<file path="src/rtl/core/buvs_pkg.sv">
// Shared types and constants for the bounded unique value set.
package buvs_pkg;

   localparam int CAPACITY    = 64;
   localparam int VALUE_WIDTH = 32;
   localparam int IDX_W       = $clog2(CAPACITY);
   localparam int CNT_W       = $clog2(CAPACITY + 1);

   localparam logic [1:0] OP_INSERT = 2'd0;
   localparam logic [1:0] OP_ERASE  = 2'd1;
   localparam logic [1:0] OP_READ   = 2'd2;

   localparam logic [CNT_W-1:0] CAP_MAX = CNT_W'(CAPACITY);

   typedef struct packed {
      logic [1:0]               op;
      logic signed [31:0]       item_value;
      logic [5:0]               read_index;
   } req_word_type;

   typedef struct packed {
      logic                     success;
      logic [6:0]               entry_total;
      logic signed [31:0]       read_value;
   } rsp_word_type;

   // Broadcast from the sequencer to every cell.
   typedef struct packed {
      logic                     cmp_en;
      logic                     erase_en;
      logic                     insert_en;
      logic [VALUE_WIDTH-1:0]   value;
      logic [IDX_W-1:0]         read_index;
      logic [CNT_W-1:0]         count;
   } ctrl_type;

endpackage

</file>
<file path="src/rtl/core/buvs_cell.sv">
// One storage cell of the set: holds an entry, matches it, shifts it down on erase.
module buvs_cell (
   input  logic                                   clock,
   input  logic                                   reset,
   input  logic [buvs_pkg::IDX_W-1:0]             cell_index,
   input  buvs_pkg::ctrl_type                     ctrl,
   input  logic                                   found_in,
   input  logic [buvs_pkg::VALUE_WIDTH-1:0]       next_value,
   output logic                                   found_out,
   output logic                                   match,
   output logic [buvs_pkg::VALUE_WIDTH-1:0]       value,
   output logic [buvs_pkg::VALUE_WIDTH-1:0]       read_part
);

   logic [buvs_pkg::VALUE_WIDTH-1:0] value_ff, value_in;
   logic                             match_ff, match_in;
   logic                             occupied;
   logic [buvs_pkg::CNT_W-1:0]       index_wide;

   assign index_wide = buvs_pkg::CNT_W'(cell_index);
   assign occupied   = index_wide < ctrl.count;
   assign found_out  = found_in | match_ff;

   always_comb begin
      match_in = match_ff;
      if (ctrl.cmp_en) begin
         match_in = occupied && (value_ff == ctrl.value);
      end
   end

   always_comb begin
      value_in = value_ff;
      if (ctrl.erase_en && found_out) begin
         value_in = next_value;
      end else if (ctrl.insert_en && (index_wide == ctrl.count)) begin
         value_in = ctrl.value;
      end
   end

   always_ff @(posedge clock) begin
      value_ff <= value_in;
      if (reset) begin
         match_ff <= 1'b0;
      end else begin
         match_ff <= match_in;
      end
   end

   assign match     = match_ff;
   assign value     = value_ff;
   assign read_part = (cell_index == ctrl.read_index) ? value_ff : '0;

endmodule

</file>
<file path="config.mk">
export PLATFORM = sky130hd
export DESIGN_NAME = buvs_cell
export DESIGN_NICKNAME = d
export VERILOG_FILES = /design/src/rtl/core/buvs_pkg.sv /design/src/rtl/core/buvs_cell.sv
export SDC_FILE = /design/constraint.sdc
export NUM_CORES = 1
export LEC_CHECK = 0
export ABC_AREA = 1
export ABC_CLOCK_PERIOD_IN_PS = 4100
export BUFFER_PORTS_ARGS = -buffer_cell sky130_fd_sc_hd__buf_2
export CORE_MARGIN = 8
export CORE_UTILIZATION = 43
export CTS_CLUSTER_SIZE = 28
export DETAILED_ROUTE_END_ITERATION = 8
export HOLD_SLACK_MARGIN = 0.15
export PLACE_DENSITY = 0.81
export SYNTH_ARGS = -nofsm -noshare
export SYNTH_HDL_FRONTEND = slang
export SYNTH_SLANG_ARGS = --single-unit
</file>
<file path="constraint.sdc">
create_clock -name clock -period 4.1 [get_ports clock]
set_input_delay 0.41 -clock clock [delete_from_list [all_inputs] [get_ports clock]]
set_output_delay 0.41 -clock clock [all_outputs]
set_load 0.02 [all_outputs]
</file>
==> metrics.md <==
| Metric | Value |
|---|---|
| Result of the run | `finished, final reports clean` |
| Master cell of the clock root buffer | `clkbuf_8` |
| Path depth of the worst reg2reg path | `3` |
| Critical path's slowest cell | `o211ai_4` |
| GR Overflow Total | `0` |
| Effective utilization at floorplan | `44.44%` |
| Delay of the slowest critical-path stage | `380 ps` |
| Total routing usage reported by global routing | `17.54%` |
| Clock Sinks | `33` |
| Cell with the most instances on the worst path | `buf_2` |
| Most common cell in the netlist | `nand2_1` |
| Clock buffer count from CTS | `5` |
| Core Region | `0.005507 mm²` |
| Post-Synthesis Cells | `317` |
| Most common flop cell mapped by yosys | `edfxtp_1` |
| Net switching component of the power | `275.7 µW` |
| DP HPWL | `6259 µm` |
| Crit Path Category | `in -> out` |
| Setup Skew | `3.554 ps` |
| Worst-path maximum fanout | `32` |
| CTS tree | `yes` |
| Setup Buffers After CTS | `0` |
| Clock-pin slew on the worst setup and hold paths | `60 ps` |
| Total power divided by cell area | `274.5 mW/mm²` |
| Switching Fraction | `30.04%` |
| Initial drt markers | `92` |
| Endpoint required time on the critical path | `3690 ps` |
| P&R area growth vs syn | `36.66%` |
| Max-cap violations | `0` |
| Cell-by-cell listing of the critical path | `buf_2 > xnor2_1 > o21ai_1 > nor3_2 > o211ai_4 > nor2_1 > buf_2` |
| Clock share of power | `27.5%` |
| Ys Warns | `0` |
| Floorplan die area | `0.008361 mm²` |
| Last weighted congestion value of the routability-driven placer | `0.9020` |
| Number of remaining DRC errors | `0` |
| Internal cell power | `642.2 µW` |
| Arr. time, crit path | `1870 ps` |
| First-pass iteration count of the detailed router | `4` |
| Utilization of the core after routing | `60.74%` |
| Final instance count without filler cells | `543` |
| Beginning of the critical path | `ctrl[7]` |
| Worst setup path endpoint | `read_part[25]` |
| Asr flop ratio synth | `0%` |
| Flop and latch count out of synthesis | `33` |
| Setup slack on the worst flop-to-flop path | `1890 ps` |
| Die Width | `91.44 µm` |
| Number of placed instances with taps included | `535` |
| Clock Latency Late Sink | `280 ps` |
| Transition at the pin with the smallest max-transition slack | `1071 ps` |
| Launch point of the worst reg-to-reg path | `match` |
| Top-level I/O count | `155` |
| Most frequent cells after synthesis | `72 x nand2_1, 68 x inv_1, 52 x nor2_1` |
| Wire length reported by the detailed router | `7512 µm` |
| Hold-fix buffers at CTS | `0` |
| Synth top area cells | `edfxtp_1 39%, nand2_1 11%, inv_1 10%, nor2_1 8.0%, mux2_2 7.4%` |
| Wire length of the first global-routing pass | `12170 µm` |
| Post-CTS resize count | `0` |
| Final Net Count | `565` |
| Vertical extent of the die | `91.44 µm` |
| Dominant cell type by area after synthesis | `edfxtp_1` |
| Final critical-path share of the clock period | `55.55%` |
| Layout cell share with drive strength beyond 1 | `40.34%` |
| Number of diodes | `0` |
| Leakage power total | `1.889 nW` |
| Max Clk Rate | `0.4391 GHz` |
| Maximum number of pins on one net before global-route repair | `50` |
| Yosys top cell area share | `39.26%` |
| Final-report max-slew violation count | `0` |
| Per-cell via count in the routed design | `4.494` |
| Worst hold-check path type | `in -> reg` |
| Hold violation total from the final report | `0` |
| Average instance area after synthesis | `7.720 µm²` |
| Launching element type of the critical path | `primary input` |
| Sort of element at the end of the critical path | `output pin` |
| Count of endpoints failing setup in the final report | `0` |
| CTS HTree Levels | `2` |
| Routed vias | `2440` |
| Routed Antenna Nets | `0` |
| Net count after synthesis | `412` |
| Setup repair after global routing missed its margin | `false` |
| Via count of the first global-routing pass | `2713` |
| Tot Pwr | `917.9 µW` |
| Remaining max-slew budget at the tightest pin | `28.26%` |
| Worst vdd rail ir drop | `166.5 µV` |
| Clock period minus worst slack | `2278 ps` |
| Hold Path Origin | `reset` |
| Combinational Power Share | `26.4%` |
| # port buffers | `154` |
| Average detailed-routed wire length per instance | `13.83 µm` |
| Antenna violations before repair | `0` |
| Post-route setup TNS | `0 ps` |
| Post-synthesis cell type count | `24` |
| Sequential cell area fraction in the yosys report | `40.08%` |
| Floorplan row count | `27` |
| Reg2reg end | `value[14]` |
| Netlist area before placement | `0.002447 mm²` |
| Register share of total power | `46.1%` |
| Number of synthesized flops with an enable pin | `32` |
| Maximum root-to-sink buffer count | `2` |
==> worst max-delay path: cells and delay by family <==
| family | cells | cell delay (ps) |
|---|---|---|
| compound gates | 2 | 490 |
| simple gates | 2 | 440 |
| buf+inv | 2 | 310 |
| xor+xnor | 1 | 210 |
==> worst min path at each step <==
stage                     endpoint  slack [ps]  cells past startpoint
after detailed placement     match         470                      2
after CTS                    match         280                      2
after floorplan              match         480                      1
final                        match         290                      2
after global placement       match         490                      2
after global routing         match         280                      2
==> through the flow <==
| step | hold slack [ps] | cell area [µm²] | worst slack (ps) |
|---|---|---|---|
| floorplan | 479.1 | 2447 | 411.8 |
| global placement | 485.5 | 3254 | 1760 |
| detailed placement | 474.9 | 3254 | 1686 |
| CTS | 280.5 | 3344 | 1801 |
| global route | 277.1 | 3344 | 1682 |
| finish | 286.2 | 3344 | 1823 |
==> layout by cell type (no fill, tap or decap) <==
| cell type | synthesis | routed |
|---|---|---|
| or2_1 | 1 | 1 |
| ha_1 | 6 | 6 |
| o21ai_0 | 2 | 1 |
| clkbuf_1 | 0 | 2 |
| nand4_1 | 1 | 1 |
| o21ai_4 | 0 | 1 |
| nor2_1 | 52 | 52 |
| o22ai_1 | 1 | 1 |
| nand2_2 | 1 | 1 |
| mux2_2 | 16 | 16 |
| a21oi_1 | 19 | 19 |
| buf_2 | 2 | 154 |
| clkbuf_8 | 0 | 6 |
| o21ai_1 | 1 | 1 |
| xnor2_1 | 15 | 15 |
| edfxtp_1 | 32 | 32 |
| nor3_2 | 1 | 1 |
| inv_1 | 68 | 68 |
| dfxtp_1 | 1 | 1 |
| o211ai_4 | 0 | 1 |
| xor2_1 | 4 | 4 |
| nor2_4 | 1 | 1 |
| nand3_1 | 5 | 5 |
| nor2_2 | 9 | 9 |
| nand2_1 | 72 | 72 |
==> final cells by class <==
class | count | area, µm²
fillers | 507 | 2162
multi-input cells | 208 | 1157
well taps | 72 | 90.09
inverters | 68 | 255.2
clock buffers | 8 | 90.09
repair buffers | 154 | 770.7
flip-flops and latches | 33 | 980.9
==> cells by family (layout without fill, tap and decap cells) <==
group                      after synthesis  in the layout  synth area share [%]
and+or+nand+nor                        143            143                 23.98
buffers and inverters                   76            230                 13.45
DFF                                     33             33                 40.08
AOI/OAI and AO/OA                       24             24                 5.266
xor gates and xnor gates                19             19                 6.800
muxes                                   16             16                 7.362
adders and majority gates                6              6                 3.067
==> power by group through the flow <==
stage / registers (mW) / logic, mW / clock network, mW
after floorplan: 0.460 / 0.115 / 0
after global placement: 0.429 / 0.237 / 0
after detailed placement: 0.431 / 0.245 / 0
after CTS: 0.424 / 0.245 / 0.259
after global routing: 0.427 / 0.269 / 0.275
final: 0.423 / 0.242 / 0.252
==> state kept, by name, indices dropped and copies added (netlist names) <==
name,flops
value,32
match,1
==> metal layers <==
metal	wire [µm]	share of wire, %	GRT usage, %
met5	0	0	0
met3	634	8.4	6.667
met4	59	0.79	4.229
met2	3893	52	32.23
met1	2925	39	18.24
Note: power is estimated with default switching activity, not from simulation.
